`src/hdl/esv_pkg.sv`:
```
// shared types and constants of the elgamal sign and verify engine
package esv_pkg;

  localparam int FIELD_W   = 31;
  localparam int REQ_W     = 2;
  localparam int CFG_IDX_W = 1;
  // signed width of the extended euclid coefficients and their partial products
  localparam int TW        = 34;

  localparam logic [REQ_W-1:0] REQ_KEYGEN = 2'd0;
  localparam logic [REQ_W-1:0] REQ_SIGN   = 2'd1;
  localparam logic [REQ_W-1:0] REQ_VERIFY = 2'd2;

  localparam logic [CFG_IDX_W-1:0] REG_MODULUS   = 1'b0;
  localparam logic [CFG_IDX_W-1:0] REG_GENERATOR = 1'b1;

  localparam logic [FIELD_W-1:0] MODULUS_RESET   = 31'd23;
  localparam logic [FIELD_W-1:0] GENERATOR_RESET = 31'd5;

  typedef struct packed {
    logic                 done;
    logic signed [TW-1:0] coef;
  } eu_rsp_t;

endpackage

```
`src/hdl/esv_intf.sv`:
```
// request, response and configuration channel interfaces
interface esv_req_if import esv_pkg::*; ();
  logic               valid;
  logic               ready;
  logic [REQ_W-1:0]   req_type;
  logic [FIELD_W-1:0] secret_key;
  logic [FIELD_W-1:0] session_key;
  logic [FIELD_W-1:0] message;
  logic [FIELD_W-1:0] sig_first;
  logic [FIELD_W-1:0] sig_second;
  logic [FIELD_W-1:0] public_key;
  modport source (output valid, req_type, secret_key, session_key, message, sig_first,
                  sig_second, public_key, input ready);
  modport sink (input valid, req_type, secret_key, session_key, message, sig_first,
                sig_second, public_key, output ready);
endinterface

interface esv_rsp_if import esv_pkg::*; ();
  logic               valid;
  logic               ready;
  logic [FIELD_W-1:0] value_first;
  logic [FIELD_W-1:0] value_second;
  logic               sig_valid;
  modport source (output valid, value_first, value_second, sig_valid, input ready);
  modport sink (input valid, value_first, value_second, sig_valid, output ready);
endinterface

interface esv_cfg_if import esv_pkg::*; ();
  logic                 valid;
  logic                 ready;
  logic [CFG_IDX_W-1:0] index;
  logic [FIELD_W-1:0]   data;
  modport source (output valid, index, data, input ready);
  modport sink (input valid, index, data, output ready);
endinterface

```
`src/hdl/esv_modmul.sv`:
```
// bit-serial modular multiplier, one multiplier bit per cycle, msb first
module esv_modmul #(
  parameter int MW = 31,
  parameter int XW = 34
) (
  input  logic          clk_i,
  input  logic          rst_ni,
  input  logic          start_i,
  input  logic [XW-1:0] x_i,
  input  logic [MW-1:0] y_i,
  input  logic [MW-1:0] m_i,
  output logic          done_o,
  output logic [MW-1:0] res_o
);

  localparam int CW = $clog2(XW + 1);

  logic          busy_q;
  logic          done_q;
  logic [CW-1:0] cnt_q;
  logic [XW-1:0] x_q;
  logic [MW-1:0] y_q;
  logic [MW-1:0] m_q;
  logic [MW-1:0] acc_q;
  logic [MW-1:0] acc_d;
  logic [MW+1:0] sum;
  logic [MW+1:0] m1;
  logic [MW+1:0] m2;

  // acc < m and y < m, so the sum stays below 3m
  always_comb begin
    sum = {1'b0, acc_q, 1'b0} + (x_q[XW-1] ? {2'b00, y_q} : '0);
    m1  = {2'b00, m_q};
    m2  = {1'b0, m_q, 1'b0};
    if (sum >= m2) begin
      acc_d = MW'(sum - m2);
    end else if (sum >= m1) begin
      acc_d = MW'(sum - m1);
    end else begin
      acc_d = MW'(sum);
    end
  end

  always_ff @(posedge clk_i or negedge rst_ni) begin
    if (!rst_ni) begin
      busy_q <= 1'b0;
      done_q <= 1'b0;
      cnt_q  <= '0;
    end else begin
      done_q <= 1'b0;
      if (start_i) begin
        busy_q <= 1'b1;
        cnt_q  <= CW'(XW);
      end else if (busy_q) begin
        cnt_q <= cnt_q - CW'(1);
        if (cnt_q == CW'(1)) begin
          busy_q <= 1'b0;
          done_q <= 1'b1;
        end
      end
    end
  end

  always_ff @(posedge clk_i) begin
    if (start_i) begin
      x_q   <= x_i;
      y_q   <= y_i;
      m_q   <= m_i;
      acc_q <= '0;
    end else if (busy_q) begin
      x_q   <= {x_q[XW-2:0], 1'b0};
      acc_q <= acc_d;
    end
  end

  assign done_o = done_q;
  assign res_o  = acc_q;

endmodule

```
`src/hdl/esv_euclid.sv`:
```
// extended euclid with a restoring divider, gives the bezout coefficient of k
module esv_euclid import esv_pkg::*; #(
  parameter int MW = 31
) (
  input  logic               clk_i,
  input  logic               rst_ni,
  input  logic               start_i,
  input  logic [FIELD_W-1:0] k_i,
  input  logic [MW-1:0]      n_i,
  output eu_rsp_t            rsp_o
);

  localparam int DW = FIELD_W;
  localparam int CW = $clog2(DW + 1);

  localparam logic [1:0] E_IDLE = 2'd0;
  localparam logic [1:0] E_CHK  = 2'd1;
  localparam logic [1:0] E_DIV  = 2'd2;

  localparam logic signed [TW-1:0] SZERO = '0;
  localparam logic signed [TW-1:0] SONE  = TW'(1);

  logic [1:0]           st_q;
  logic                 done_q;
  logic [CW-1:0]        cnt_q;
  logic [DW-1:0]        or_q;
  logic [DW-1:0]        r_q;
  logic [DW-1:0]        dvd_q;
  logic [DW-1:0]        rem_q;
  logic signed [TW-1:0] ot_q;
  logic signed [TW-1:0] t_q;
  logic signed [TW-1:0] qt_q;

  logic [DW:0]          trial;
  logic                 ge;
  logic [DW-1:0]        rem_n;
  logic signed [TW-1:0] qt_n;

  // one quotient bit per cycle; q*t is built alongside by shift and add
  always_comb begin
    trial = {rem_q, dvd_q[DW-1]};
    ge    = trial >= {1'b0, r_q};
    rem_n = ge ? DW'(trial - {1'b0, r_q}) : DW'(trial);
    qt_n  = (qt_q <<< 1) + (ge ? t_q : SZERO);
  end

  always_ff @(posedge clk_i or negedge rst_ni) begin
    if (!rst_ni) begin
      st_q   <= E_IDLE;
      done_q <= 1'b0;
      cnt_q  <= '0;
    end else begin
      done_q <= 1'b0;
      unique case (st_q)
        E_IDLE: begin
          if (start_i) begin
            st_q <= E_CHK;
          end
        end
        E_CHK: begin
          if (r_q == '0) begin
            done_q <= 1'b1;
            st_q   <= E_IDLE;
          end else begin
            cnt_q <= CW'(DW);
            st_q  <= E_DIV;
          end
        end
        E_DIV: begin
          cnt_q <= cnt_q - CW'(1);
          if (cnt_q == CW'(1)) begin
            st_q <= E_CHK;
          end
        end
        default: begin
          st_q <= E_IDLE;
        end
      endcase
    end
  end

  always_ff @(posedge clk_i) begin
    if (st_q == E_IDLE && start_i) begin
      or_q <= DW'(n_i);
      r_q  <= k_i;
      ot_q <= SZERO;
      t_q  <= SONE;
    end else if (st_q == E_CHK) begin
      rem_q <= '0;
      dvd_q <= or_q;
      qt_q  <= SZERO;
    end else if (st_q == E_DIV) begin
      rem_q <= rem_n;
      dvd_q <= {dvd_q[DW-2:0], 1'b0};
      qt_q  <= qt_n;
      if (cnt_q == CW'(1)) begin
        or_q <= r_q;
        r_q  <= rem_n;
        ot_q <= t_q;
        t_q  <= ot_q - qt_n;
      end
    end
  end

  assign rsp_o.done = done_q;
  assign rsp_o.coef = ot_q;

endmodule

```
`src/hdl/elgamal_sign_verify_engine_core.sv`:
```
// a power reduces the base, then until the exponent is zero takes a test step, a multiply when
// its low bit is set and a square; key generation is one power, signing one power, extended
// euclid and five multiplies modulo p-1, verification three powers and one multiply; every
// multiply goes through the bit-serial multiplier
// one request at a time, the input is ready only while the sequencer is idle
// reset clears control state and sets modulus to 23 and generator to 5
module elgamal_sign_verify_engine_core import esv_pkg::*; #(
  parameter int MOD_BITS = 31
) (
  input  logic     clk_i,
  input  logic     rst_ni,
  esv_req_if.sink  req_i,
  esv_rsp_if.source rsp_o,
  esv_cfg_if.sink  cfg_i
);

  localparam int MW = MOD_BITS;
  localparam int XW = TW;

  localparam logic [3:0] S_IDLE     = 4'd0;
  localparam logic [3:0] S_POW_RED  = 4'd1;
  localparam logic [3:0] S_POW_TEST = 4'd2;
  localparam logic [3:0] S_POW_MUL  = 4'd3;
  localparam logic [3:0] S_POW_SQR  = 4'd4;
  localparam logic [3:0] S_DISPATCH = 4'd5;
  localparam logic [3:0] S_SG_EU    = 4'd6;
  localparam logic [3:0] S_SG_RCO   = 4'd7;
  localparam logic [3:0] S_SG_RMSG  = 4'd8;
  localparam logic [3:0] S_SG_RA    = 4'd9;
  localparam logic [3:0] S_SG_XA    = 4'd10;
  localparam logic [3:0] S_SG_B     = 4'd11;
  localparam logic [3:0] S_VF_LHS   = 4'd12;
  localparam logic [3:0] S_OUT      = 4'd13;

  logic [3:0]         state_q;
  logic [1:0]         phase_q;
  logic               mm_busy_q;
  logic               eu_busy_q;
  logic [MW-1:0]      p_q;
  logic [MW-1:0]      g_q;
  logic [REQ_W-1:0]   req_q;
  logic [FIELD_W-1:0] xs_q;
  logic [FIELD_W-1:0] ks_q;
  logic [FIELD_W-1:0] msg_q;
  logic [FIELD_W-1:0] sa_q;
  logic [FIELD_W-1:0] sb_q;
  logic [FIELD_W-1:0] base_q;
  logic [FIELD_W-1:0] exp_q;
  logic [MW-1:0]      acc_q;
  logic [MW-1:0]      sq_q;
  logic [MW-1:0]      t0_q;
  logic [MW-1:0]      t1_q;
  logic [MW-1:0]      r0_q;
  logic [MW-1:0]      r1_q;
  logic               rv_q;
  logic               co_neg_q;
  logic [XW-1:0]      co_mag_q;
  logic               out_valid_q;
  logic [MW-1:0]      out_first_q;
  logic [MW-1:0]      out_second_q;
  logic               out_sig_q;

  logic               mm_state;
  logic               mm_start;
  logic               mm_done;
  logic [XW-1:0]      mm_x;
  logic [MW-1:0]      mm_y;
  logic [MW-1:0]      mm_m;
  logic [MW-1:0]      mm_res;
  logic [MW-1:0]      n_w;
  logic               eu_start;
  eu_rsp_t            eu_rsp;
  logic               in_fire;
  logic               out_load;

  assign n_w      = p_q - MW'(1);
  assign in_fire  = req_i.valid && (state_q == S_IDLE);
  assign out_load = (state_q == S_OUT) && (!out_valid_q || rsp_o.ready);
  assign mm_start = mm_state && !mm_busy_q;
  assign eu_start = (state_q == S_SG_EU) && !eu_busy_q;

  // operands of the shared multiplier for each step
  always_comb begin
    mm_state = 1'b1;
    mm_x     = '0;
    mm_y     = MW'(1);
    mm_m     = p_q;
    unique case (state_q)
      S_POW_RED: begin
        mm_x = XW'(base_q);
      end
      S_POW_MUL: begin
        mm_x = XW'(sq_q);
        mm_y = acc_q;
      end
      S_POW_SQR: begin
        mm_x = XW'(sq_q);
        mm_y = sq_q;
      end
      S_SG_RCO: begin
        mm_x = co_mag_q;
        mm_m = n_w;
      end
      S_SG_RMSG: begin
        mm_x = XW'(msg_q);
        mm_m = n_w;
      end
      S_SG_RA: begin
        mm_x = XW'(r0_q);
        mm_m = n_w;
      end
      S_SG_XA: begin
        mm_x = XW'(xs_q);
        mm_y = acc_q;
        mm_m = n_w;
      end
      S_SG_B: begin
        mm_x = XW'(acc_q);
        mm_y = t1_q;
        mm_m = n_w;
      end
      S_VF_LHS: begin
        mm_x = XW'(t0_q);
        mm_y = t1_q;
      end
      default: begin
        mm_state = 1'b0;
      end
    endcase
  end

  esv_modmul #(
    .MW (MW),
    .XW (XW)
  ) u_modmul (
    .clk_i   (clk_i),
    .rst_ni  (rst_ni),
    .start_i (mm_start),
    .x_i     (mm_x),
    .y_i     (mm_y),
    .m_i     (mm_m),
    .done_o  (mm_done),
    .res_o   (mm_res)
  );

  esv_euclid #(
    .MW (MW)
  ) u_euclid (
    .clk_i   (clk_i),
    .rst_ni  (rst_ni),
    .start_i (eu_start),
    .k_i     (ks_q),
    .n_i     (n_w),
    .rsp_o   (eu_rsp)
  );

  // configuration registers
  assign cfg_i.ready = 1'b1;

  always_ff @(posedge clk_i or negedge rst_ni) begin
    if (!rst_ni) begin
      p_q <= MODULUS_RESET[MW-1:0];
      g_q <= GENERATOR_RESET[MW-1:0];
    end else if (cfg_i.valid) begin
      unique case (cfg_i.index)
        REG_MODULUS:   p_q <= cfg_i.data[MW-1:0];
        REG_GENERATOR: g_q <= cfg_i.data[MW-1:0];
        default:       p_q <= p_q;
      endcase
    end
  end

  // sequencer control
  always_ff @(posedge clk_i or negedge rst_ni) begin
    if (!rst_ni) begin
      state_q     <= S_IDLE;
      phase_q     <= '0;
      mm_busy_q   <= 1'b0;
      eu_busy_q   <= 1'b0;
      out_valid_q <= 1'b0;
    end else begin
      if (mm_start) begin
        mm_busy_q <= 1'b1;
      end else if (mm_done) begin
        mm_busy_q <= 1'b0;
      end
      if (eu_start) begin
        eu_busy_q <= 1'b1;
      end else if (eu_rsp.done) begin
        eu_busy_q <= 1'b0;
      end
      if (out_load) begin
        out_valid_q <= 1'b1;
      end else if (rsp_o.ready) begin
        out_valid_q <= 1'b0;
      end

      unique case (state_q)
        S_IDLE: begin
          if (in_fire) begin
            phase_q <= '0;
            if (p_q < MW'(3)) begin
              state_q <= S_OUT;
            end else if (req_i.req_type == REQ_KEYGEN || req_i.req_type == REQ_SIGN ||
                         req_i.req_type == REQ_VERIFY) begin
              state_q <= S_POW_RED;
            end else begin
              state_q <= S_OUT;
            end
          end
        end
        S_POW_RED: begin
          if (mm_done) state_q <= S_POW_TEST;
        end
        S_POW_TEST: begin
          if (exp_q == '0) begin
            state_q <= S_DISPATCH;
          end else if (exp_q[0]) begin
            state_q <= S_POW_MUL;
          end else begin
            state_q <= S_POW_SQR;
          end
        end
        S_POW_MUL: begin
          if (mm_done) state_q <= S_POW_SQR;
        end
        S_POW_SQR: begin
          if (mm_done) state_q <= S_POW_TEST;
        end
        S_DISPATCH: begin
          unique case (req_q)
            REQ_SIGN: state_q <= S_SG_EU;
            REQ_VERIFY: begin
              unique case (phase_q)
                2'd0: begin
                  phase_q <= 2'd1;
                  state_q <= S_POW_RED;
                end
                2'd1: state_q <= S_VF_LHS;
                default: state_q <= S_OUT;
              endcase
            end
            default: state_q <= S_OUT;
          endcase
        end
        S_SG_EU: begin
          if (eu_rsp.done) state_q <= S_SG_RCO;
        end
        S_SG_RCO: begin
          if (mm_done) state_q <= S_SG_RMSG;
        end
        S_SG_RMSG: begin
          if (mm_done) state_q <= S_SG_RA;
        end
        S_SG_RA: begin
          if (mm_done) state_q <= S_SG_XA;
        end
        S_SG_XA: begin
          if (mm_done) state_q <= S_SG_B;
        end
        S_SG_B: begin
          if (mm_done) state_q <= S_OUT;
        end
        S_VF_LHS: begin
          if (mm_done) begin
            phase_q <= 2'd2;
            state_q <= S_POW_RED;
          end
        end
        S_OUT: begin
          if (out_load) state_q <= S_IDLE;
        end
        default: begin
          state_q <= S_IDLE;
        end
      endcase
    end
  end

  // datapath registers
  always_ff @(posedge clk_i) begin
    unique case (state_q)
      S_IDLE: begin
        if (in_fire) begin
          req_q <= req_i.req_type;
          xs_q  <= req_i.secret_key;
          ks_q  <= req_i.session_key;
          msg_q <= req_i.message;
          sa_q  <= req_i.sig_first;
          sb_q  <= req_i.sig_second;
          acc_q <= MW'(1);
          r0_q  <= '0;
          r1_q  <= '0;
          rv_q  <= 1'b0;
          unique case (req_i.req_type)
            REQ_KEYGEN: begin
              base_q <= FIELD_W'(g_q);
              exp_q  <= req_i.secret_key;
            end
            REQ_SIGN: begin
              base_q <= FIELD_W'(g_q);
              exp_q  <= req_i.session_key;
            end
            default: begin
              base_q <= req_i.public_key;
              exp_q  <= req_i.sig_first;
            end
          endcase
        end
      end
      S_POW_RED: begin
        if (mm_done) sq_q <= mm_res;
      end
      S_POW_MUL: begin
        if (mm_done) acc_q <= mm_res;
      end
      S_POW_SQR: begin
        if (mm_done) begin
          sq_q  <= mm_res;
          exp_q <= exp_q >> 1;
        end
      end
      S_DISPATCH: begin
        if (req_q == REQ_VERIFY) begin
          unique case (phase_q)
            2'd0: begin
              t0_q   <= acc_q;
              base_q <= sa_q;
              exp_q  <= sb_q;
              acc_q  <= MW'(1);
            end
            2'd1: t1_q <= acc_q;
            default: rv_q <= (t0_q == acc_q);
          endcase
        end else begin
          r0_q <= acc_q;
        end
      end
      S_SG_EU: begin
        if (eu_rsp.done) begin
          co_neg_q <= eu_rsp.coef[TW-1];
          co_mag_q <= eu_rsp.coef[TW-1] ? $unsigned(-eu_rsp.coef) : $unsigned(eu_rsp.coef);
        end
      end
      S_SG_RCO: begin
        // bezout coefficient taken into 0 .. n-1
        if (mm_done) t1_q <= (co_neg_q && mm_res != '0) ? n_w - mm_res : mm_res;
      end
      S_SG_RMSG: begin
        if (mm_done) t0_q <= mm_res;
      end
      S_SG_RA: begin
        if (mm_done) acc_q <= mm_res;
      end
      S_SG_XA: begin
        if (mm_done) acc_q <= (t0_q >= mm_res) ? t0_q - mm_res : t0_q + (n_w - mm_res);
      end
      S_SG_B: begin
        if (mm_done) r1_q <= mm_res;
      end
      S_VF_LHS: begin
        if (mm_done) begin
          t0_q   <= mm_res;
          base_q <= FIELD_W'(g_q);
          exp_q  <= msg_q;
          acc_q  <= MW'(1);
        end
      end
      S_OUT: begin
        if (out_load) begin
          out_first_q  <= r0_q;
          out_second_q <= r1_q;
          out_sig_q    <= rv_q;
        end
      end
      default: begin
        acc_q <= acc_q;
      end
    endcase
  end

  assign req_i.ready        = (state_q == S_IDLE);
  assign rsp_o.valid        = out_valid_q;
  assign rsp_o.value_first  = FIELD_W'(out_first_q);
  assign rsp_o.value_second = FIELD_W'(out_second_q);
  assign rsp_o.sig_valid    = out_sig_q;

`ifndef NO_ASSERTIONS
  a_accept_leaves_idle: assert property (@(posedge clk_i) disable iff (!rst_ni)
    (req_i.valid && req_i.ready) |=> (state_q != S_IDLE))
    else $error("accepted beat did not start the sequencer");

  a_verify_zero_values: assert property (@(posedge clk_i) disable iff (!rst_ni)
    (rsp_o.valid && rsp_o.sig_valid) |-> (rsp_o.value_first == '0 && rsp_o.value_second == '0))
    else $error("verify result carries nonzero values");

  a_first_below_modulus: assert property (@(posedge clk_i) disable iff (!rst_ni)
    (rsp_o.valid && p_q >= MW'(3)) |-> (rsp_o.value_first < FIELD_W'(p_q)))
    else $error("first result value not reduced by the modulus");
`endif

endmodule
```
`src/flat_wrapper.sv`:
```
// flat-port wrapper written by rule: the top's interface ports become plain ports
module elgamal_sign_verify_engine_core_flat import esv_pkg::*;
#(
  parameter int MOD_BITS = 31
)
  (clk_i, rst_ni, req_i_valid, req_i_req_type, req_i_secret_key, req_i_session_key, req_i_message, req_i_sig_first, req_i_sig_second, req_i_public_key, req_i_ready, rsp_o_valid, rsp_o_value_first, rsp_o_value_second, rsp_o_sig_valid, rsp_o_ready, cfg_i_valid, cfg_i_index, cfg_i_data, cfg_i_ready);
  esv_req_if req_i_i ();
  esv_rsp_if rsp_o_i ();
  esv_cfg_if cfg_i_i ();
  input  logic clk_i;
  input  logic rst_ni;
  input wire logic [$bits(req_i_i.valid)-1:0] req_i_valid;
  input wire logic [$bits(req_i_i.req_type)-1:0] req_i_req_type;
  input wire logic [$bits(req_i_i.secret_key)-1:0] req_i_secret_key;
  input wire logic [$bits(req_i_i.session_key)-1:0] req_i_session_key;
  input wire logic [$bits(req_i_i.message)-1:0] req_i_message;
  input wire logic [$bits(req_i_i.sig_first)-1:0] req_i_sig_first;
  input wire logic [$bits(req_i_i.sig_second)-1:0] req_i_sig_second;
  input wire logic [$bits(req_i_i.public_key)-1:0] req_i_public_key;
  output wire logic [$bits(req_i_i.ready)-1:0] req_i_ready;
  output wire logic [$bits(rsp_o_i.valid)-1:0] rsp_o_valid;
  output wire logic [$bits(rsp_o_i.value_first)-1:0] rsp_o_value_first;
  output wire logic [$bits(rsp_o_i.value_second)-1:0] rsp_o_value_second;
  output wire logic [$bits(rsp_o_i.sig_valid)-1:0] rsp_o_sig_valid;
  input wire logic [$bits(rsp_o_i.ready)-1:0] rsp_o_ready;
  input wire logic [$bits(cfg_i_i.valid)-1:0] cfg_i_valid;
  input wire logic [$bits(cfg_i_i.index)-1:0] cfg_i_index;
  input wire logic [$bits(cfg_i_i.data)-1:0] cfg_i_data;
  output wire logic [$bits(cfg_i_i.ready)-1:0] cfg_i_ready;
  assign req_i_i.valid = req_i_valid;
  assign req_i_i.req_type = req_i_req_type;
  assign req_i_i.secret_key = req_i_secret_key;
  assign req_i_i.session_key = req_i_session_key;
  assign req_i_i.message = req_i_message;
  assign req_i_i.sig_first = req_i_sig_first;
  assign req_i_i.sig_second = req_i_sig_second;
  assign req_i_i.public_key = req_i_public_key;
  assign req_i_ready = req_i_i.ready;
  assign rsp_o_valid = rsp_o_i.valid;
  assign rsp_o_value_first = rsp_o_i.value_first;
  assign rsp_o_value_second = rsp_o_i.value_second;
  assign rsp_o_sig_valid = rsp_o_i.sig_valid;
  assign rsp_o_i.ready = rsp_o_ready;
  assign cfg_i_i.valid = cfg_i_valid;
  assign cfg_i_i.index = cfg_i_index;
  assign cfg_i_i.data = cfg_i_data;
  assign cfg_i_ready = cfg_i_i.ready;
  elgamal_sign_verify_engine_core #(.MOD_BITS(MOD_BITS)) u_core (.clk_i(clk_i), .rst_ni(rst_ni), .req_i(req_i_i), .rsp_o(rsp_o_i), .cfg_i(cfg_i_i));
endmodule
```
`config.mk`:
```
export PLATFORM = sky130hd
export DESIGN_NAME = elgamal_sign_verify_engine_core_flat
export DESIGN_NICKNAME = d
export VERILOG_FILES = /design/src/hdl/esv_pkg.sv /design/src/hdl/esv_intf.sv /design/src/hdl/esv_modmul.sv /design/src/hdl/esv_euclid.sv /design/src/hdl/elgamal_sign_verify_engine_core.sv /design/src/flat_wrapper.sv
export SDC_FILE = /design/constraint.sdc
export NUM_CORES = 2
export LEC_CHECK = 0
export BUFFER_PORTS_ARGS = -buffer_cell sky130_fd_sc_hd__buf_2
export CAP_MARGIN = 20
export CORE_MARGIN = 2
export CORE_UTILIZATION = 55
export DETAILED_ROUTE_END_ITERATION = 10
export PLACE_DENSITY_LB_ADDON = 0.12
export SYNTH_ARGS = -nofsm -noshare
export SYNTH_HDL_FRONTEND = slang
export SYNTH_SLANG_ARGS = --single-unit
export TNS_END_PERCENT = 50
```
`constraint.sdc`:
```
create_clock -name clk_i -period 9.1 [get_ports clk_i]
set_input_delay 0.91 -clock clk_i [delete_from_list [all_inputs] [get_ports clk_i]]
set_output_delay 0.91 -clock clk_i [all_outputs]
set_load 0.02 [all_outputs]
```
==> out/metrics.cfg <==
[yosys]
synthAdderAreaFrac = 0.0707
synth-edff-count = 757
synth_fp_nets = 5727
synth_top_family_by_area = compound AO/OA/AOI/OAI gates
muxShareOfSynthArea = 0.0397
synth_top_area_cell = edfxtp_1
ys_ff_latch = 943
synth_common_cells = edfxtp_1, nand2_1, a21oi_1
synth_compound_area_frac = 0.171
synthSimpleGateAreaFrac = 0.130
syn_inst = 5203
syn_area_sq_um = 54000
ys.flop_type = edfxtp_1
syn_avg_cell_area_sq_um = 10.4
seq_area_frac_synth = 0.498
synthArstFlopShare = 0.0923
synth_area_leaders = edfxtp_1, ha_1, a21oi_1, dfrtp_1, dfxtp_1
synth_xor_xnor_area_share = 0.0579
netlist.area_leader.share = 0.421
synth_warnings = 0
synth_most_common_cell = edfxtp_1
ys_types = 92

[power_and_ir_drop]
pwr-share-comb = 0.540
powerDensity_nw_per_um2 = 418
pwr-share-clk = 0.171
ir_drop_mv = 0.271
p_sw_frac = 0.450
p_int_mw = 13.9
leakage_nw = 24.3
p_sw_mw = 11.4
seqPwrFrac = 0.289
p_total_mw = 25.3

[global_route]
grt_use_met2 = 0.558
grt_overflow = 0
met1_usage = 0.514
use_met3 = 0.0706
grtUsageTotal = 0.378
busiest_layer = met2
grt_pass1_wl_microns = 274000
antenna_found_initial = 16
grt_max_degree = 97
first_global_vias = 40600

[floorplanning]
num_io_pins = 291
dieArea_sq_um = 101000
rows = 114
die_h_microns = 317
die_x_microns = 317
coreArea_sq_um = 97000
start_util = 0.557

[clocking]
clk_latency_ps = 710
cts_tree = done
clk_pin_slew_ps = 60
clock-sinks = 943
cts_inserted_buffers = 102
htree_levels = 3
cts_root_buf = clkbuf_16
postCtsHoldBufs = 0
cts.path.max_buffers = 3

[drt]
wl_microns = 193000
vias = 43600
drt_pass1_iterations = 7
drtAntennaViolNets = 0
vias_per_cell = 6.41
routedWlPerCell_microns = 28.3
drc = 0
drtIter0Drc = 5402

[sta]
setup_ws_ps = 492
period_minus_slack_ps = 8610
fin_crit_sh = 0.946
maxSlewHeadroom = 0.240
max_slew.worst_pin.slew_ps = 1140
max_clock_freq_mhz = 116
setup_viol = 0
hold_violations = 0
fin_setup_tns_ps = 0
slew_viol_final = 0
rsz0062_at_grt = no
finClkSkew_ps = 45.7

[outcome]
outcome = completed

[worst_setup_path]
r2r_cells = 37
end_kind = register
crit_path_start_kind = register
worstSetupPathType = reg -> reg
cp.required_ps = 9710
crit_fanout = 14
crit_arrival_ps = 9210
crit_path_top_delay_cell = a2111oi_2
critPathMaxStageDelay_ps = 480

[finish]
syn_to_final_growth_pct = 11.8
nets = 5946
fin_area_sq_um = 60400
final_layout_size_suffix_gt1_frac = 0.132

[run]
cap_violations = 0

[placed_design]
dp_hpwl_microns = 146000
pre_cts_slack_ps = 388
port_buffers = 289
gp_congestion = 1.03
placed_cell_area_sq_um = 56900

[hold_path]
hold_class = in -> async

final timing paths:
check / slack, ps / start / to
setup / recovery: 490 / u_core.u_euclid.r_q[0] / u_core.u_euclid.t_q[33]
max in group asynchronous: 7630 / rst_ni / u_core.u_euclid.cnt_q[2]
hold reg to reg: 420 / u_core.r1_q[28] / u_core.rsp_o.value_second[28]
setup reg to reg: 490 / u_core.u_euclid.r_q[0] / u_core.u_euclid.t_q[33]
hold / removal: 270 / rst_ni / u_core.u_modmul.cnt_q[5]
min in group clk_i: 370 / req_i_message[23] / u_core.msg_q[23]
worst max-delay path: cells and delay by family, from the launching register on:
kind                       cells  cell delay, ps
xor gates and xnor gates       3             490
DFF                            1             430
adders and majority gates      5            1670
buffers and inverters          1              70
AOI/OAI and AO/OA             20            4370
and+or+nand+nor                8            1490
layout by cell type, fill, tap and decap left out, types with 31 or more instances in the layout:
master | synthesis | routed
clkbuf_16 | 0 | 104
nor2_1 | 355 | 348
a222oi_1 | 63 | 63
mux2i_1 | 69 | 69
a21o_1 | 133 | 132
o31ai_1 | 31 | 31
nand2b_1 | 59 | 58
nor2b_1 | 87 | 86
edfxtp_1 | 757 | 757
buf_4 | 1 | 65
a22oi_1 | 95 | 95
nor3_1 | 113 | 104
nand2_1 | 522 | 519
o21ai_0 | 324 | 320
a21oi_1 | 416 | 414
xor2_1 | 148 | 148
nand4_1 | 33 | 33
mux2_2 | 129 | 129
inv_1 | 231 | 229
dfxtp_1 | 99 | 99
o21bai_1 | 36 | 36
and2_1 | 81 | 80
nor4_1 | 45 | 45
xnor2_1 | 207 | 207
buf_2 | 3 | 288
a31oi_1 | 32 | 31
nand3_1 | 87 | 86
o211ai_1 | 54 | 54
dfrtp_1 | 81 | 81
a22o_1 | 46 | 45
ha_1 | 290 | 288
cell type report:
type                       count  area, sq um
clock buffer                 138         2790
antenna                       10         25.0
inverter                     231          873
timing repair buffer         355         1980
multi-input combinational   3789        25600
clock inverter                51          624
fill                        8043        36600
tap                         1276         1600
sequential                   943        26900
routing by layer:
metal  up-vias  part of all wire
li1      19700                 -
met1     20900              0.39
met2      2491              0.43
met3       434              0.11
met4         6             0.073
met5         -           0.00018
kinds of logic (layout without fill, tap and decap cells):
family / after synthesis / count (layout)
other: 1 / 11
adder cells (fa/ha/maj): 300 / 300
flip-flops: 943 / 943
AO/OA/AOI/OAI: 1435 / 1435
multiplexers: 198 / 198
XOR/XNOR: 356 / 356
AND/OR/NAND/NOR: 1499 / 1499
buffers and inverters: 471 / 775
through the flow:
step / cells / util / hold slack (ps)
6_report: 6793 / 0.623 / 273
5_1_grt: 6786 / 0.623 / 317
4_1_cts: 6780 / 0.622 / 302
3_5_place_dp: 6591 / 0.586 / 405
2_1_floorplan: 5203 / - / 400
3_3_place_gp: 6591 / 0.586 / 402
power by group through the flow:
stage,Sequential (mW),Combinational (mW),Clock (mW)
floorplan,6.85,9.65,0
global placement,7.31,13.2,0
detailed placement,7.33,13.2,0
CTS,7.25,13.3,4.35
global route,7.36,14.8,4.51
finish,7.31,13.6,4.32
sequential cells by signal, summed over array words and instances (netlist names), 33 cells and up:
register	cells
u_core.u_euclid.ot_q	34
u_core.u_euclid.t_q	34
u_core.co_mag_q	34
u_core.u_modmul.x_q	34
u_core.u_euclid.qt_q	33
repair_timing:
action / in CTS / in global routing
endpoints found under the setup margin: 0 / 8
resized for setup: 0 / 9
buffers inserted: 0 / 1
endpoints found under the hold margin: 0 / 0
No activity file was read; power rests on OpenSTA's default activity.
